<file path="src/hw/rtl/planar_video_register_and_memory_port_defines.svh">
// assertion macros included by the back end rtl file
`ifndef PLANAR_VIDEO_REGISTER_AND_MEMORY_PORT_DEFINES_SVH
`define PLANAR_VIDEO_REGISTER_AND_MEMORY_PORT_DEFINES_SVH

// same-cycle implication, sampled on clk, off while arst_n is low
`define PVRMP_ASSERT_IMP(lbl, ante, cons, msg) \
	lbl: assert property (@(posedge clk) disable iff (!arst_n) (ante) |-> (cons)) \
		else $error(msg);

// next-cycle implication, sampled on clk, off while arst_n is low
`define PVRMP_ASSERT_NXT(lbl, ante, cons, msg) \
	lbl: assert property (@(posedge clk) disable iff (!arst_n) (ante) |=> (cons)) \
		else $error(msg);

`endif

</file>
<file path="src/hw/rtl/pvrmp_pkg.sv">
package pvrmp_pkg;

	// plane geometry
	localparam int PLANE_ADDR_BITS_DEF = 14;
	localparam int STORE_ADDR_BITS     = 16;
	localparam int NUM_PLANES          = 4;

	// request queue depth
	localparam int QUEUE_DEPTH = 2;

	// i/o port numbers
	localparam logic [15:0] PORT_INDEX    = 16'h03d4;
	localparam logic [15:0] PORT_DATA     = 16'h03d5;
	localparam logic [15:0] PORT_MODE     = 16'h03d8;
	localparam logic [15:0] PORT_PLANE_WR = 16'h03dd;
	localparam logic [15:0] PORT_PLANE_RD = 16'h03de;
	localparam logic [15:0] PORT_STATUS   = 16'h03da;

	// mode and read constants
	localparam logic [7:0] MODE_PLANAR   = 8'h12;
	localparam logic [7:0] MODE_RESET    = 8'h12;
	localparam logic [7:0] UNMAPPED_READ = 8'hff;
	localparam logic [3:0] ALL_PLANES    = 4'hf;

	// first crtc register with no writable bits
	localparam logic [4:0] CRTC_FIRST_UNUSED = 5'd18;

	typedef enum logic [1:0] {
		OP_PORT_WR = 2'd0,
		OP_PORT_RD = 2'd1,
		OP_MEM_WR  = 2'd2,
		OP_MEM_RD  = 2'd3
	} op_t;

	typedef enum logic [2:0] {
		PK_INDEX,
		PK_DATA,
		PK_MODE,
		PK_PLANE_WR,
		PK_PLANE_RD,
		PK_STATUS,
		PK_OTHER
	} port_kind_t;

	// classified request as it travels through the queue
	typedef struct packed {
		op_t        op;
		port_kind_t kind;
		logic [7:0] data;
	} req_t;

	// writable bits of each crtc register
	function automatic logic [7:0] crtc_mask(input logic [4:0] idx);
		logic [7:0] m;
		case (idx)
			5'd0, 5'd1, 5'd2, 5'd3: m = 8'hff;
			5'd4:                   m = 8'h7f;
			5'd5:                   m = 8'h1f;
			5'd6, 5'd7:             m = 8'h7f;
			5'd8:                   m = 8'hf3;
			5'd9:                   m = 8'h1f;
			5'd10:                  m = 8'h7f;
			5'd11:                  m = 8'h1f;
			5'd12:                  m = 8'h3f;
			5'd13:                  m = 8'hff;
			5'd14:                  m = 8'h3f;
			5'd15, 5'd16, 5'd17:    m = 8'hff;
			default:                m = 8'h00;
		endcase
		return m;
	endfunction

	function automatic logic planar_on(input logic [7:0] m);
		return (m & MODE_PLANAR) == MODE_PLANAR;
	endfunction

endpackage

</file>
<file path="src/hw/rtl/pvrmp_front.sv">
module pvrmp_front import pvrmp_pkg::*; #(
	parameter int PLANE_ADDR_BITS = PLANE_ADDR_BITS_DEF
) (
	input  logic                       start,
	input  logic                       busy,
	input  logic [1:0]                 func,
	input  logic [15:0]                address,
	input  logic [7:0]                 write_data,
	output logic                       push,
	output req_t                       req,
	output logic [PLANE_ADDR_BITS-1:0] mem_addr
);

	assign push = start && !busy;

	// classify the request and decode the port number once
	always_comb begin
		req.op   = op_t'(func);
		req.data = write_data;
		case (address)
			PORT_INDEX:    req.kind = PK_INDEX;
			PORT_DATA:     req.kind = PK_DATA;
			PORT_MODE:     req.kind = PK_MODE;
			PORT_PLANE_WR: req.kind = PK_PLANE_WR;
			PORT_PLANE_RD: req.kind = PK_PLANE_RD;
			PORT_STATUS:   req.kind = PK_STATUS;
			default:       req.kind = PK_OTHER;
		endcase
	end

	// offset inside one plane
	assign mem_addr = address[PLANE_ADDR_BITS-1:0];

endmodule

</file>
<file path="config.mk">
export PLATFORM = sky130hd
export DESIGN_NAME = pvrmp_front
export DESIGN_NICKNAME = d
export VERILOG_FILES = /design/src/hw/rtl/planar_video_register_and_memory_port_defines.svh /design/src/hw/rtl/pvrmp_pkg.sv /design/src/hw/rtl/pvrmp_front.sv
export SDC_FILE = /design/constraint.sdc
export NUM_CORES = 1
export LEC_CHECK = 0
export BUFFER_PORTS_ARGS = -buffer_cell sky130_fd_sc_hd__buf_2
export CAP_MARGIN = 25
export CORE_AREA = 2 2 39 41
export DETAILED_ROUTE_END_ITERATION = 6
export DIE_AREA = 0 0 41 43
export GPL_TIMING_DRIVEN = 1
export PLACE_DENSITY = 0.74
export SLEW_MARGIN = 20
export SYNTH_ARGS = -nofsm -noshare
export SYNTH_HDL_FRONTEND = slang
export SYNTH_SLANG_ARGS = --single-unit
export TNS_END_PERCENT = 1
</file>
<file path="constraint.sdc">
create_clock -name vclk -period 1.8
set_input_delay 0.18 -clock vclk [all_inputs]
set_output_delay 0.18 -clock vclk [all_outputs]
set_load 0.01 [all_outputs]
</file>
; ---- After elaboration in Yosys (flattened, before gate mapping)
; Cells that the tools add are included.
[word_totals]
in_bits = 28
word_cells = 9
out_inout_bits = 28
register_bits = 0
[op_classes]
mux = 1
eq_ne = 6
reduce_logical = 2
[op_table]
columns = operator, count
row1 = 16-bit by 10-bit == test with 1-bit output (second input constant), 6
row2 = 3-bit one-hot mux with 6 select lines, 1
row3 = 1-bit logical AND, 1
row4 = 1-bit zero test, 1

; ---- Logic depth before layout (Yosys ltp)
; Gate-level depths: netlist (run 1).
[depth]
word_depth = 2
mapped_depth = 3
depth_no_buf = 3

; ---- Least setup slack after synthesis (run 1)
; Ideal clock, no wire load.
[synth_path]
kind = input -> output
startpoint = input port address[10]
endpoint = output port req[10] (netlist name)
path_buffers = 0
cell_stages = 3
arrival_ns = 0.943
slack_ns = 0.677
t_required_ns = 1.620
cell_sequence = nor4_2 > nand3_1 > or3_1
[synth_rtl]
columns = element, line_no
row1 = "start, declared", pvrmp_front.sv:7  ; input logic [15:0] address,
row2 = "end, declared", pvrmp_front.sv:10  ; output req_t req,

==> impl_metrics.py, run 1 <==
metrics = {
    "status": {
        "outcome": "completed",
    },
    "power": {
        "powerDensity_mw_per_mm2": 197,
        "power_mw": 0.0609,
        "leakagePower_nw": 0.169,
        "ir_worst_vdd_mv": 0.0363,
    },
    "yosys": {
        "ys_seq_area_frac": 0,
        "synth_fp_nets": 66,
        "syn_avg_cell_area_um2": 7.61,
        "yosysWarningCount": 0,
        "syn_inst": 38,
        "synth_top_area_cell": "buf_4",
        "synthTopCellsByArea": "buf_4 62%, nor2b_1 6.5%, and4bb_2 4.3%",
        "synth_top_area_frac": 0.623,
        "ys_types": 13,
        "syn_area_um2": 289,
    },
    "placed_design": {
        "dp.cells": 66,
        "routabilityCongestion": 0.646,
        "dp_hpwl_um": 579,
        "pre_cts_ws_ps": 391,
        "portBuffers": 36,
    },
    "cells_and_area": {
        "design.seq.count": 0,
        "regArea_um2": 0,
        "clockBufferCount": 0,
        "fillers": 170,
        "final_common_cell": "buf_2",
        "layout_common_cells": "36 x buf_2, 3 x nor2b_1",
        "syn2layout_area_growth_pct": 6.93,
        "drive_gt1_frac": 0.780,
        "diodes": 0,
        "nNetsFinal": 80,
        "post_layout_nonfiller_instances": 66,
    },
    "floorplan": {
        "start_util": 0.209,
        "die_w_um": 41,
        "core_mm2": 0.00138,
        "die_y_um": 43,
        "rows": 14,
        "io-pin-count": 56,
        "dieArea_mm2": 0.00176,
    },
    "route": {
        "drc": 0,
        "num_vias": 262,
        "viasPerCell": 3.97,
        "wire_per_inst_um": 9.15,
        "wl_um": 604,
        "drt-initial-drc-count": 3,
        "drt_first_pass_iters": 2,
        "route.antenna.remaining_nets": 0,
    },
    "clock_tree": {
        "postCtsSetupBuffers": 0,
        "cts_repair_resize_count": 0,
        "holdBufCountCts": 0,
    },
    "timing": {
        "slew_violations": 0,
        "final.setup.tns_ps": 0,
        "worst_slew_pin_slew_ps": 211,
        "post-route-period-util": 0.774,
        "holdWs_ps": 360,
        "setup_violations": 0,
        "relSlewSlack": 0.858,
        "rsz0062_at_grt": "false",
        "hold_viol_final": 0,
        "clock.fmax_mhz": 718,
        "period_needed_ps": 1390,
        "fin_ws_ps": 407,
    },
    "grt": {
        "track_usage": 0.0549,
        "grt_first_pass_wirelength_um": 731,
        "gr-total-overflow": 0,
        "antenna_found_initial": 0,
        "grt_max_degree": 5,
        "grt_pass1_vias": 204,
    },
    "job": {
        "max_cap_violations": 0,
    },
    "setup_path": {
        "crit_fanout": 3,
        "setup.worst_path.end_class": "output port",
        "critPathLaunchType": "primary input",
        "critical_path_arrival_ps": 1210,
        "worstPathRequired_ps": 1620,
        "path_class": "in2out",
    },
    "min_path": {
        "holdCritPathClass": "in2out",
    },
}
layout make-up:
| class | instances | area (µm²) | share of cell area |
|---|---|---|---|
| Timing Repair Buffer | 36 | 180 | 0.583 |
| Multi-Input combinational cell | 14 | 109 | 0.352 |
| Tap cell | 16 | 20.0 | 0.0648 |
synth_stat cells:
cell type and number:
and4bb_2 1, xnor2_1 1, nor4_2 1, and4b_1 1
a21o_2 1, buf_4 24, nor2b_1 3, nor2_1 1
nand3_1 1, a2bb2oi_1 1, or3_1 1, nand3b_1 1
nand2b_1 1
metal layers:
layer  part of all wire  track usage
met5                  0            0
met4                  0      0.00667
met3               0.20      0.00524
met2               0.50        0.116
met1               0.30       0.0506
final timing paths:
check                 slack [ps]  cells after the start           from       to
worst max-delay path         410                      5    address[10]  req[10]
worst min-delay path         360                      0  write_data[7]   req[7]
metrics by stage:
stage                     area, µm²   util
final                           309  0.223
after global routing            309  0.223
after CTS                       309  0.223
after detailed placement        309  0.223
after global placement          309  0.223
after floorplan                 289      -
logic make-up after synthesis:
family,Yosys count,share of synthesized area
AOI/OAI and AO/OA,2,0.0606
and+or+nand+nor,11,0.286
buffers and inverters,24,0.623
xor gates and xnor gates,1,0.0303
power by group:
part           internal [mW]  switching, mW  total (mW)
Sequential                 0              0           0
Clock                      0              0           0
Combinational         0.0328         0.0281      0.0609
Total                 0.0328         0.0281      0.0609
worst max-delay path: stages:
cell	delay (ps)
buf_2	110
nor4_2	270
nand3_1	160
or3_1	360
buf_2	140
Power figures use the tool's default switching activity.
==> inputs of run 2 (changes only) <==
==> constraint.sdc (replaced) <==
create_clock -name vclk -period 1.3
set_input_delay 0.13 -clock vclk [all_inputs]
set_output_delay 0.13 -clock vclk [all_outputs]
set_load 0.01 [all_outputs]
==> run 2 against run 1 <==
First-iteration DRC count is 100% lower. Via count is 1.1% higher. Utilization increased by 2.1 points. Clock-buffer cell count did not move. Flip-flop and latch count did not move. Power is 50% higher. Sequential share of layout area is the same. Final area rose by 9.3%.
==> impl_metrics.py, run 2 (synthesized netlist as in run 1, its figures left out) <==
metrics = {
    "timing": {
        "period_needed_ps": 1230,
        "post-route-period-util": 0.946,
        "rsz0062_at_grt": "true",
        "holdWs_ps": 260,
        "worst_slew_pin_slew_ps": 188,
        "slew_violations": 0,
        "relSlewSlack": 0.874,
        "setup_violations": 0,
        "clock.fmax_mhz": 813,
        "hold_viol_final": 0,
    },
    "cells_and_area": {
        "regArea_um2": 0,
        "design.seq.count": 0,
        "syn2layout_area_growth_pct": 16.9,
        "nNetsFinal": 81,
        "final_core_util": 0.244,
        "final_common_cell": "buf_2",
        "clockBufferCount": 0,
        "layout_common_cells": "34 x buf_2, 3 x nor2b_1, 2 x buf_6",
        "post_layout_nonfiller_instances": 67,
        "fin_area_um2": 338,
        "drive_gt1_frac": 0.784,
        "diodes": 0,
    },
    "power": {
        "power.share.clock": 0,
        "p_sw_mw": 0.0414,
        "ir_worst_vdd_mv": 0.0526,
        "netSwitchingFraction": 0.453,
        "powerDensity_mw_per_mm2": 270,
        "pwr-share-seq": 0,
        "p_comb_frac": 1.000,
        "power.internal_mw": 0.0499,
        "leakagePower_nw": 0.179,
    },
    "placed_design": {
        "portBuffers": 36,
        "routabilityCongestion": 0.645,
        "dp.cells": 67,
        "place_area_um2": 317,
    },
    "floorplan": {
        "die_y_um": 43,
        "core_mm2": 0.00138,
        "die_w_um": 41,
        "dieArea_mm2": 0.00176,
        "rows": 14,
        "start_util": 0.209,
        "io-pin-count": 56,
    },
    "setup_path": {
        "setup.worst_path.end_class": "output port",
        "worstPathRequired_ps": 1170,
        "crit_fanout": 2,
        "critical_path_arrival_ps": 1100,
        "critPathLaunchType": "primary input",
        "path_class": "in2out",
    },
    "job": {
        "max_cap_violations": 0,
    },
    "route": {
        "drc": 0,
        "wl_um": 625,
        "viasPerCell": 3.96,
        "num_vias": 265,
        "drt-initial-drc-count": 0,
        "wire_per_inst_um": 9.33,
        "route.antenna.remaining_nets": 0,
        "drt_first_pass_iters": 1,
    },
    "grt": {
        "grt_first_pass_wirelength_um": 814,
        "track_usage": 0.0609,
        "grt_pass1_vias": 225,
        "gr-total-overflow": 0,
        "antenna_found_initial": 0,
        "grt_max_degree": 5,
    },
    "min_path": {
        "hold_depth": 0,
        "holdCritPathClass": "in2out",
    },
    "clock_tree": {
        "postCtsSetupBuffers": 0,
    },
    "status": {
        "outcome": "completed",
    },
}
## run 2: cell type report
cell class	count	area, µm²
fillers	167	1050
repair buffers	37	200
well taps	16	20.0
multi-input cells	14	118
## run 2: through the flow
stage / power, mW / worst slack [ps] / TNS (ps)
2_1_floorplan: 0.0912 / 277 / 0
3_3_place_gp: 0.0831 / 25.1 / 0
3_5_place_dp: 0.0856 / -1.17 / -1.17
4_1_cts: 0.0857 / 3.45 / 0
5_1_grt: 0.102 / -13.7 / -13.7
6_report: 0.0913 / 70.0 / 0
## run 2: timing repair
action | in CTS | in global routing
gates resized for setup | 0 | 3
hold buffers | 0 | 0
endpoints found under the setup margin | 0 | 2
## run 2: power by group through the flow
stage | clock, mW | sequential, mW | combinational [mW]
4_1_cts | 0 | 0 | 0.0857
3_3_place_gp | 0 | 0 | 0.0831
6_report | 0 | 0 | 0.0913
5_1_grt | 0 | 0 | 0.102
2_1_floorplan | 0 | 0 | 0.0912
3_5_place_dp | 0 | 0 | 0.0856
## run 2: final timing paths
path | startpoint | endpoint | slack, ps
setup / recovery | address[14] | req[10] | 70
hold / removal | write_data[7] | req[7] | 260
## run 2: critical path: stages
cell and delay (ps):
buf_2 100, and4bb_2 280, nand3_1 100, or3_1 350, buf_2 140
## run 2: layer usage
metal / wire length [µm] / vias to the layer above / global-route usage
li1: - / 130 / -
met1: 163 / 110 / 0.0538
met2: 335 / 25 / 0.131
met3: 125 / 0 / 0.00524
met4: 0 / 0 / 0.00667
met5: 0 / - / 0
