$ cat config.mk
export PLATFORM = sky130hd
export DESIGN_NAME = pvrmp_queue
export DESIGN_NICKNAME = d
export VERILOG_FILES = /design/src/hw/rtl/planar_video_register_and_memory_port_defines.svh /design/src/hw/rtl/pvrmp_pkg.sv /design/src/hw/rtl/pvrmp_queue.sv
export SDC_FILE = /design/constraint.sdc
export NUM_CORES = 1
export LEC_CHECK = 0
export BUFFER_PORTS_ARGS = -buffer_cell sky130_fd_sc_hd__clkbuf_2
export CAP_MARGIN = 20
export CORE_UTILIZATION = 45
export DETAILED_ROUTE_END_ITERATION = 10
export PLACE_DENSITY = 0.79
export SETUP_SLACK_MARGIN = 0.4
export SYNTH_ARGS = -nofsm -noshare
export SYNTH_HDL_FRONTEND = slang
export SYNTH_SLANG_ARGS = --single-unit
$ cat constraint.sdc
create_clock -name clk -period 1.65 [get_ports clk]
set_input_delay 0.0825 -clock clk [delete_from_list [all_inputs] [get_ports clk]]
set_output_delay 0.0825 -clock clk [all_outputs]
set_load 0.05 [all_outputs]
$ cat src/hw/rtl/planar_video_register_and_memory_port_defines.svh
// assertion macros included by the back end rtl file
`ifndef PLANAR_VIDEO_REGISTER_AND_MEMORY_PORT_DEFINES_SVH
`define PLANAR_VIDEO_REGISTER_AND_MEMORY_PORT_DEFINES_SVH

// same-cycle implication, sampled on clk, off while arst_n is low
`define PVRMP_ASSERT_IMP(lbl, ante, cons, msg) \
	lbl: assert property (@(posedge clk) disable iff (!arst_n) (ante) |-> (cons)) \
		else $error(msg);

// next-cycle implication, sampled on clk, off while arst_n is low
`define PVRMP_ASSERT_NXT(lbl, ante, cons, msg) \
	lbl: assert property (@(posedge clk) disable iff (!arst_n) (ante) |=> (cons)) \
		else $error(msg);

`endif

$ cat src/hw/rtl/pvrmp_pkg.sv
package pvrmp_pkg;

	// plane geometry
	localparam int PLANE_ADDR_BITS_DEF = 14;
	localparam int STORE_ADDR_BITS     = 16;
	localparam int NUM_PLANES          = 4;

	// request queue depth
	localparam int QUEUE_DEPTH = 2;

	// i/o port numbers
	localparam logic [15:0] PORT_INDEX    = 16'h03d4;
	localparam logic [15:0] PORT_DATA     = 16'h03d5;
	localparam logic [15:0] PORT_MODE     = 16'h03d8;
	localparam logic [15:0] PORT_PLANE_WR = 16'h03dd;
	localparam logic [15:0] PORT_PLANE_RD = 16'h03de;
	localparam logic [15:0] PORT_STATUS   = 16'h03da;

	// mode and read constants
	localparam logic [7:0] MODE_PLANAR   = 8'h12;
	localparam logic [7:0] MODE_RESET    = 8'h12;
	localparam logic [7:0] UNMAPPED_READ = 8'hff;
	localparam logic [3:0] ALL_PLANES    = 4'hf;

	// first crtc register with no writable bits
	localparam logic [4:0] CRTC_FIRST_UNUSED = 5'd18;

	typedef enum logic [1:0] {
		OP_PORT_WR = 2'd0,
		OP_PORT_RD = 2'd1,
		OP_MEM_WR  = 2'd2,
		OP_MEM_RD  = 2'd3
	} op_t;

	typedef enum logic [2:0] {
		PK_INDEX,
		PK_DATA,
		PK_MODE,
		PK_PLANE_WR,
		PK_PLANE_RD,
		PK_STATUS,
		PK_OTHER
	} port_kind_t;

	// classified request as it travels through the queue
	typedef struct packed {
		op_t        op;
		port_kind_t kind;
		logic [7:0] data;
	} req_t;

	// writable bits of each crtc register
	function automatic logic [7:0] crtc_mask(input logic [4:0] idx);
		logic [7:0] m;
		case (idx)
			5'd0, 5'd1, 5'd2, 5'd3: m = 8'hff;
			5'd4:                   m = 8'h7f;
			5'd5:                   m = 8'h1f;
			5'd6, 5'd7:             m = 8'h7f;
			5'd8:                   m = 8'hf3;
			5'd9:                   m = 8'h1f;
			5'd10:                  m = 8'h7f;
			5'd11:                  m = 8'h1f;
			5'd12:                  m = 8'h3f;
			5'd13:                  m = 8'hff;
			5'd14:                  m = 8'h3f;
			5'd15, 5'd16, 5'd17:    m = 8'hff;
			default:                m = 8'h00;
		endcase
		return m;
	endfunction

	function automatic logic planar_on(input logic [7:0] m);
		return (m & MODE_PLANAR) == MODE_PLANAR;
	endfunction

endpackage

$ cat src/hw/rtl/pvrmp_queue.sv
module pvrmp_queue import pvrmp_pkg::*; #(
	parameter int WIDTH = 16
) (
	input  logic             clk,
	input  logic             arst_n,
	input  logic             push,
	input  logic [WIDTH-1:0] push_data,
	output logic             full,
	input  logic             pop,
	output logic             head_valid,
	output logic [WIDTH-1:0] head_data
);

	localparam int PTR_BITS = (QUEUE_DEPTH > 1) ? $clog2(QUEUE_DEPTH) : 1;
	localparam int CNT_BITS = $clog2(QUEUE_DEPTH + 1);

	logic [WIDTH-1:0]    slot_q [QUEUE_DEPTH];
	logic [PTR_BITS-1:0] wr_ptr_q;
	logic [PTR_BITS-1:0] rd_ptr_q;
	logic [CNT_BITS-1:0] count_q;
	logic                do_pop;

	assign full       = (count_q == CNT_BITS'(QUEUE_DEPTH));
	assign head_valid = (count_q != '0);
	assign head_data  = slot_q[rd_ptr_q];
	assign do_pop     = pop && head_valid;

	// pointer and fill count
	always_ff @(posedge clk or negedge arst_n) begin
		if (!arst_n) begin
			wr_ptr_q <= '0;
			rd_ptr_q <= '0;
			count_q  <= '0;
		end else begin
			if (push) begin
				wr_ptr_q <= (wr_ptr_q == PTR_BITS'(QUEUE_DEPTH - 1)) ? '0 : wr_ptr_q + 1'b1;
			end
			if (do_pop) begin
				rd_ptr_q <= (rd_ptr_q == PTR_BITS'(QUEUE_DEPTH - 1)) ? '0 : rd_ptr_q + 1'b1;
			end
			if (push && !do_pop) begin
				count_q <= count_q + 1'b1;
			end else if (do_pop && !push) begin
				count_q <= count_q - 1'b1;
			end
		end
	end

	// entry storage
	always_ff @(posedge clk) begin
		if (push) begin
			slot_q[wr_ptr_q] <= push_data;
		end
	end

endmodule

# After elaboration in Yosys (flattened, before gate mapping)

Memories as Yosys holds them, arrays and structs flattened.
Index checks and enable logic that the tools add are counted.

Memories kept: 1
Flip-flop bits (word level): 4
Input bits: 20
Logic and storage cells: 22
RAM bits: 32
Output and inout bits: 18

Reductions and logical operators: 7
Mux-type cells: 6
Equal/unequal tests: 1
Add/sub/neg operators: 4

Memory list:

| memory | words | bits a word | rd ports | clocked after Yosys merged registers in | wr ports | RTL line          | text |
|---|---|---|---|---|---|---|---|
| slot_q | 2     | 16          | 1        | 0                                       | 1        | pvrmp_queue.sv:17 | `logic [WIDTH-1:0] slot_q [QUEUE_DEPTH];` |

Operator list:

| cell                | number |
|---|---|
| $mux 1              | 4 |
| $mux 2              | 2 |
| $reduce_bool 2->1   | 2 |
| $logic_and 1x1->1   | 3 |
| $add 1x1->1 const B | 2 |
| $add 2x1->2 const B | 1 |
| $eq 2x2->1 const B  | 1 |
| $logic_not 1->1     | 2 |
| $sub 2x1->2 const B | 1 |

# Longest topological paths before layout

Gate-level depths: netlist of run 1.

Depth after elaboration: 5
Mapped depth: 6
Gate-level depth less buffers: 6

# Worst setup path before layout of run 1

No wires, ideal clock.

Path kind: flip-flop to flip-flop
Start point: register count_q[0]
End point: register count_q[1]
Data required time: 1571 ps
Slack: 32 ps
Arrival time: 1539 ps
Stages on the path, launching flop included: 7
Path buffers: 0
Setup time: 79 ps
Cells stage by stage: dfrtp_1 or2_1 nand2_1 ha_1 xor2_1 nor2_1 xor2_1

Longest elaborated chain between the ends: 5

Ends and longest elaborated chain:

| element                                            | RTL line          | text |
|---|---|---|
| start, declared                                    | pvrmp_queue.sv:20 | `logic [CNT_BITS-1:0] count_q;` |
| start signal, assigned                             | pvrmp_queue.sv:42 | `count_q <= count_q + 1'b1;` |
| start signal, assigned                             | pvrmp_queue.sv:44 | `count_q <= count_q - 1'b1;` |
| $reduce_bool 2->1 *                                | pvrmp_queue.sv:24 | `assign head_valid = (count_q != '0);` |
| named net head_valid                               | pvrmp_queue.sv:10 | `output logic head_valid,` |
| $logic_and 1x1->1 *                                | pvrmp_queue.sv:26 | `assign do_pop = pop && head_valid;` |
| $logic_not 1->1                                    | pvrmp_queue.sv:41 | `if (push && !do_pop) begin` |
| $logic_and 1x1->1                                  | pvrmp_queue.sv:41 |  |
| $mux 2 / $reduce_bool 2->1 (equally long branches) | --                |  |

Mark *: on every way through the listed nets, which the timed path passes. The rest lies on a longest branch. The select of a mux whose other input is x is not followed.
A chain may end at the register's enable or synchronous reset.

# Worst setup path after layout of run 1

Start point: register rd_ptr_q
End point: output head_data[1]

Longest elaborated chain between the ends: 1

Ends and longest elaborated chain:

| element                | RTL line          | text |
|---|---|---|
| start, declared        | pvrmp_queue.sv:19 | `logic [PTR_BITS-1:0] rd_ptr_q;` |
| start signal, assigned | pvrmp_queue.sv:39 | `rd_ptr_q <= (rd_ptr_q == PTR_BITS'(QUEUE_DEPTH - 1)) ? '0 : rd_ptr_q + 1'b1;` |
| $mem_v2 2x16           | --                |  |
| end, declared          | pvrmp_queue.sv:11 | `output logic [WIDTH-1:0] head_data` |

Every way passes these cells.

==> impl_metrics.yaml, run 1 <==
detailed_routing:
  ant_nets: 0
  wire_per_inst_um: 16.92
  drt_iter0_markers: 24
  via_per_inst: 4.929
  drc_errors: 1
  vias: 828
  routed_wl_mm: 2.843
  drtPass1Iterations: 6
critical_path:
  path_cells: "buf_8, mux2_4, clkbuf_16"
  reg2regPathDepth: 6
  crit_fanout: 7
  worst-endpoint-arrival_ns: 1.43
  cp-end-kind: "output pin"
  worstSetupPathType: "reg -> out"
  required_ns: 1.57
  cp_slowest_cell: "dfrtp_2"
  cp-start-kind: "flip-flop"
  critPathMaxStageDelay_ns: 0.46
worst_hold_path:
  hold_path.class: "in -> reg"
  whs_path_depth: 2
die:
  die_height_um: 57.68
  dieArea_mm2: 0.003327
  ios: 38
  core_area_mm2: 0.002853
  die-width_um: 57.68
  start_util_pct: 48.90
  rows: 19
clock_network:
  htree_levels: 2
  clock_latency_ns: 0.34
  clock_sinks: 36
  path_clk_slew_ns: 0.09
  cts_root_buffer: "clkbuf_4"
  clock_path_buffers: 2
  tritoncts: "yes"
  numCtsBuffers: 5
place:
  dp_hpwl_mm: 1.589
  gp_congestion: 0.6062
  portBuffers: 37
yosys:
  synth_seq_cells: 36
  yosys.area.top_type: "edfxtp_1"
  synth-seq-area-share_pct: 76.05
  synth_top_cell_area_share_pct: 68.88
  async_flop_share_pct: 11.11
  syn_nets: 87
  yosysMostFrequentCell: "edfxtp_1"
  synth_area_mm2: 0.001395
  synth_edf_count: 32
  synthCells: 66
  synth-warning-count: 0
  ys_types: 14
  synth_area_leaders: "edfxtp_1 69%, mux2_4 9.7%, dfrtp_1 7.2%"
  ys_top_cells_by_count: "32 x edfxtp_1, 9 x mux2_4, 7 x mux2_2"
  synthFlopType: "edfxtp_1"
  synth_area_per_cell_um2: 21.14
timing:
  hold_slack_ns: 0.02092
  finalMaxSlewViolations: 0
  rsz0062_at_grt: "yes"
  finalHoldViolCount: 0
  slew_headroom_pct: 85.08
  tns_ns: 0
  clock-skew-final_ns: 0.009484
  max_clock_freq_mhz: 662.1
  setup_viol: 0
  worst_pin_slew_ns: 0.2238
  period_needed_ns: 1.510
  fin_crit_sh_pct: 91.53
layout:
  final_nets: 157
  layout-drive-gt1-share_pct: 56.20
  fill_cells: 184
  area_delta_synth_final_pct: 56.68
  antennaDiodeCount: 0
grt:
  overflow: 0
  antenna_found_initial: 0
  grt.total_usage_pct: 18.31
  grt_max_degree: 17
  first_global_vias: 885
  grt_pass1_wl_mm: 4.167
pwr:
  ir_drop_v: 0.0009994
  power.density_mw_per_mm2: 1915
  p_leak_nw: 0.9166
flow_run:
  drv_cap: 0
status:
  outcome: "finished, violations left"
  failed_checks: "DRC"
==> path summary, 6_finish.rpt <==
check / endpoint / slack (ns) / from
worst max-delay path: head_data[1] / 0.14 / rd_ptr_q
worst min-delay path: wr_ptr_q / 0.02 / push
worst max register to register: count_q[1] / 0.25 / count_q[0]
worst min register to register: wr_ptr_q / 0.50 / wr_ptr_q
max in group asynchronous: rd_ptr_q / 1.43 / arst_n
min in group asynchronous: count_q[0] / 0.07 / arst_n
==> power by group <==
group / internal (mW) / leakage [nW] / switching, mW / total [mW]
sequential: 1.23 / 0.346 / 0.0978 / 1.33
combinational: 1.16 / 0.538 / 1.22 / 2.38
clock: 0.204 / 0.0329 / 0.275 / 0.480
total: 2.59 / 0.917 / 1.60 / 4.19
==> cell type report <==
cell class	instances	area, um^2	area share (%)
sequential	36	1062	48.60
timing repair buffer	65	656.9	30.05
clock inverter	1	3.754	0.1717
tap	31	38.79	1.774
clock buffer	7	55.05	2.519
multi-input combinational	28	369.1	16.89
==> kinds of logic (layout without fill, tap and decap cells) <==
group         after synthesis  in the layout  synth area share, %
mux                        16             16                15.34
fa+ha+maj                   1              1               0.8967
xor+xnor                    5              5                3.140
buf+inv                     2             73                2.242
flops                      36             36                76.05
simple gates                6              6                2.332
==> flip-flops by register name, summed over array words and instances, names as in the netlist <==
signal	count
count_q	2
rd_ptr_q	1
wr_ptr_q	1
slot_q	32
==> metrics by stage <==
| step | util (%) | setup slack, ns | power, mW | cell area (um^2) | instances |
|---|---|---|---|---|---|
| 2_1_floorplan | - | 0.2626 | 2.641 | 1420 | 66 |
| 3_3_place_gp | 57.85 | 0.3396 | 2.877 | 1650 | 137 |
| 3_5_place_dp | 57.85 | 0.2951 | 2.922 | 1650 | 137 |
| 4_1_cts | 74.65 | 0.1254 | 3.976 | 2130 | 167 |
| 5_1_grt | 76.62 | 0.07772 | 4.359 | 2186 | 168 |
| 6_report | 76.62 | 0.1398 | 4.186 | 2186 | 168 |
==> placed cells by master, fill, tap and decap left out, types with 2 or more instances in the layout <==
| cell type | count |
|---|---|
| clkbuf_2 | 19 |
| buf_8 | 17 |
| buf_4 | 7 |
| xor2_1 | 2 |
| dlygate4sd3_1 | 17 |
| xnor2_1 | 2 |
| clkbuf_16 | 2 |
| dfrtp_1 | 3 |
| mux2_4 | 16 |
| buf_6 | 3 |
| clkbuf_4 | 5 |
| edfxtp_1 | 32 |
==> worst max-delay path, delay by kind of cell (launching register included) <==
family   cells  cell delay [ns]
mux          1             0.31
flops        1             0.46
buf+inv      2             0.33
==> per-layer routing <==
metal  up-vias  routed length (um)  track usage [%]  part of all wire [%]
li1        388                   -                -                     -
met1       407                1035            19.17                    36
met2        26                1596            32.39                    56
met3         7                 151            7.366                   5.3
met4         0                  59            8.163                   2.1
met5         -                   0                0                     0
==> timing repair <==
action	4_1_cts	5_1_grt
resized for setup	49	23
hold endpoints to repair	36	0
pin swaps	3	2
endpoints found under the setup margin	19	19
cloned	1	0
buffers inserted	4	1
hold buffers	17	0
(Power assumes the default switching activity.)
==> run 2, diff against run 1 <==
--- a/config.mk
+++ b/config.mk
@@ -7,9 +7,10 @@
 export LEC_CHECK = 0
 export BUFFER_PORTS_ARGS = -buffer_cell sky130_fd_sc_hd__clkbuf_2
 export CAP_MARGIN = 20
+export CORE_ASPECT_RATIO = 1.2
 export CORE_UTILIZATION = 45
 export DETAILED_ROUTE_END_ITERATION = 10
-export PLACE_DENSITY = 0.79
+export PLACE_DENSITY = 0.76
 export SETUP_SLACK_MARGIN = 0.4
 export SYNTH_ARGS = -nofsm -noshare
 export SYNTH_HDL_FRONTEND = slang
==> constraint.sdc (replaced) <==
create_clock -name clk -period 1.6 [get_ports clk]
set_input_delay 0.08 -clock clk [delete_from_list [all_inputs] [get_ports clk]]
set_output_delay 0.08 -clock clk [all_outputs]
set_load 0.05 [all_outputs]
==> impl_metrics.yaml, run 2 (synthesis results as in run 1) <==
status:
  outcome: "completed"
timing:
  max_clock_freq_mhz: 633.0
  clock-skew-final_ns: 0.007323
  finalHoldViolCount: 0
  setup_ws_ns: 0.02017
  fin_crit_sh_pct: 98.74
  finalMaxSlewViolations: 0
  setup_viol: 0
  period_needed_ns: 1.580
  worst_pin_slew_ns: 0.1845
  rsz0062_at_grt: "yes"
  slew_headroom_pct: 87.70
die:
  core_area_mm2: 0.002864
  rows: 21
  dieArea_mm2: 0.003328
  ios: 38
  start_util_pct: 48.71
  die_height_um: 63.00
  die-width_um: 52.83
layout:
  largest_reg_flops: 32
  final_common_cell: "edfxtp_1"
  fill_cells: 153
  postLayoutCoreUtil_pct: 77.59
  layout-drive-gt1-share_pct: 57.55
  antennaDiodeCount: 0
  area_delta_synth_final_pct: 59.28
  largest_register: "slot_q"
  final_nets: 159
  design_area_mm2: 0.002222
  largestRegisters: "slot_q (32), count_q (2)"
  most-common-layout-cells: "32 x edfxtp_1, 19 x clkbuf_2, 17 x dlygate4sd3_1"
detailed_routing:
  routed_wl_mm: 2.697
  drc_errors: 0
  ant_nets: 0
  drt_iter0_markers: 10
  vias: 823
  drtPass1Iterations: 4
  wire_per_inst_um: 15.59
  via_per_inst: 4.757
clock_network:
  cts_root_buffer: "clkbuf_4"
  tritoncts: "yes"
  htree_levels: 2
  clock_path_buffers: 2
  path_clk_slew_ns: 0.10
  clock_sinks: 36
  clock_latency_ns: 0.34
  numCtsBuffers: 5
place:
  gp_congestion: 0.6649
  dpl_cell_area_mm2: 0.001659
  place_ws_ns: 0.2318
  dp_hpwl_mm: 1.423
  portBuffers: 37
critical_path:
  worst-endpoint-arrival_ns: 1.50
  r2r_setup_slack_ns: 0.21
  reg2reg_from: "count_q[1]"
  required_ns: 1.52
  cp-start-kind: "flip-flop"
  reg2regPathDepth: 6
  r2r_end: "count_q[1]"
  cp-end-kind: "output pin"
  worstSetupPathType: "reg -> out"
  crit_fanout: 8
grt:
  overflow: 0
  grtUsageMet2_pct: 33.86
  grt_pass1_wl_mm: 4.091
  grt_max_degree: 12
  grt.busiest_layer: "met2"
  first_global_vias: 887
  grtUsageMet3_pct: 6.813
  antenna_found_initial: 0
  use_met1_pct: 17.14
  grt.total_usage_pct: 18.58
pwr:
  clkPwrFrac_pct: 10.1
  switching_power_mw: 1.645
  ir_drop_v: 0.001361
  power.density_mw_per_mm2: 1952
  seq_power_share_pct: 31.2
  p_comb_share_pct: 58.7
  sw_frac_of_total_pct: 37.94
  p_leak_nw: 0.9197
  p_int_mw: 2.692
flow_run:
  drv_cap: 0
worst_hold_path:
  hold_path_end: "wr_ptr_q"
  whs_path_depth: 2
  hold_path.class: "in -> reg"
  holdCritStartpoint: "push"
## run 2: changes by cell type in the layout (fill, tap and decap cells not counted), sizes merged
cell | before | now
buf | 27 | 28
clkinv | 1 | 3
clkbuf | 28 | 27
## run 2: timing repair
action / CTS / global route
hold endpoints to repair: 36 / 0
hold buffers: 17 / 0
pin swaps: 2 / 0
endpoints found under the setup margin: 36 / 20
gates cloned: 1 / 0
setup buffers: 8 / 1
gates resized for setup: 41 / 17
## run 2: how the worst max path moves through the flow
stage,from,endpoint,slack [ns]
after floorplan,count_q[0],count_q[1],0.19
after global placement,count_q[0],count_q[1],0.27
after detailed placement,count_q[0],count_q[1],0.23
after CTS,rd_ptr_q,head_data[13],0.02
after global routing,rd_ptr_q,head_data[1],-0.04
final,rd_ptr_q,head_data[11],0.02
## run 2: layout make-up
type	count	area, um^2	area share, %
multi-input combinational	28	354.1	15.93
clock inverter	3	13.76	0.6194
sequential	36	1061	47.75
clock buffer	5	37.54	1.689
tap	34	42.54	1.914
timing repair buffer	67	713.2	32.09
## run 2: per-stage QoR
| step | power (mW) | hold WS [ns] | std cells | setup TNS, ns |
|---|---|---|---|---|
| after floorplan | 2.739 | -0.2156 | 66 | 0 |
| after global placement | 2.991 | -0.1130 | 138 | 0 |
| after detailed placement | 3.026 | -0.1107 | 138 | 0 |
| after CTS | 4.168 | 0.01278 | 172 | 0 |
| after global routing | 4.502 | -0.002230 | 173 | -0.3897 |
| final | 4.337 | 0.02253 | 173 | 0 |
## run 2: critical path, cell delays in order (launching register included)
cell,delay [ns]
dfrtp_1,0.40
buf_6,0.13
buf_16,0.14
mux2_4,0.31
clkbuf_16,0.17
## run 2: power groups by stage
stage	sequential (mW)	clock (mW)	combinational [mW]
3_5_place_dp	1.38	0	1.64
2_1_floorplan	1.35	0	1.39
6_report	1.35	0.440	2.54
4_1_cts	1.35	0.452	2.37
3_3_place_gp	1.37	0	1.63
5_1_grt	1.37	0.496	2.63
## run 2: metal layers
layer | share of wire (%) | wire [um]
met1 | 33 | 890
met2 | 61 | 1633
met3 | 4.0 | 108
met4 | 2.4 | 65
met5 | 0 | 0
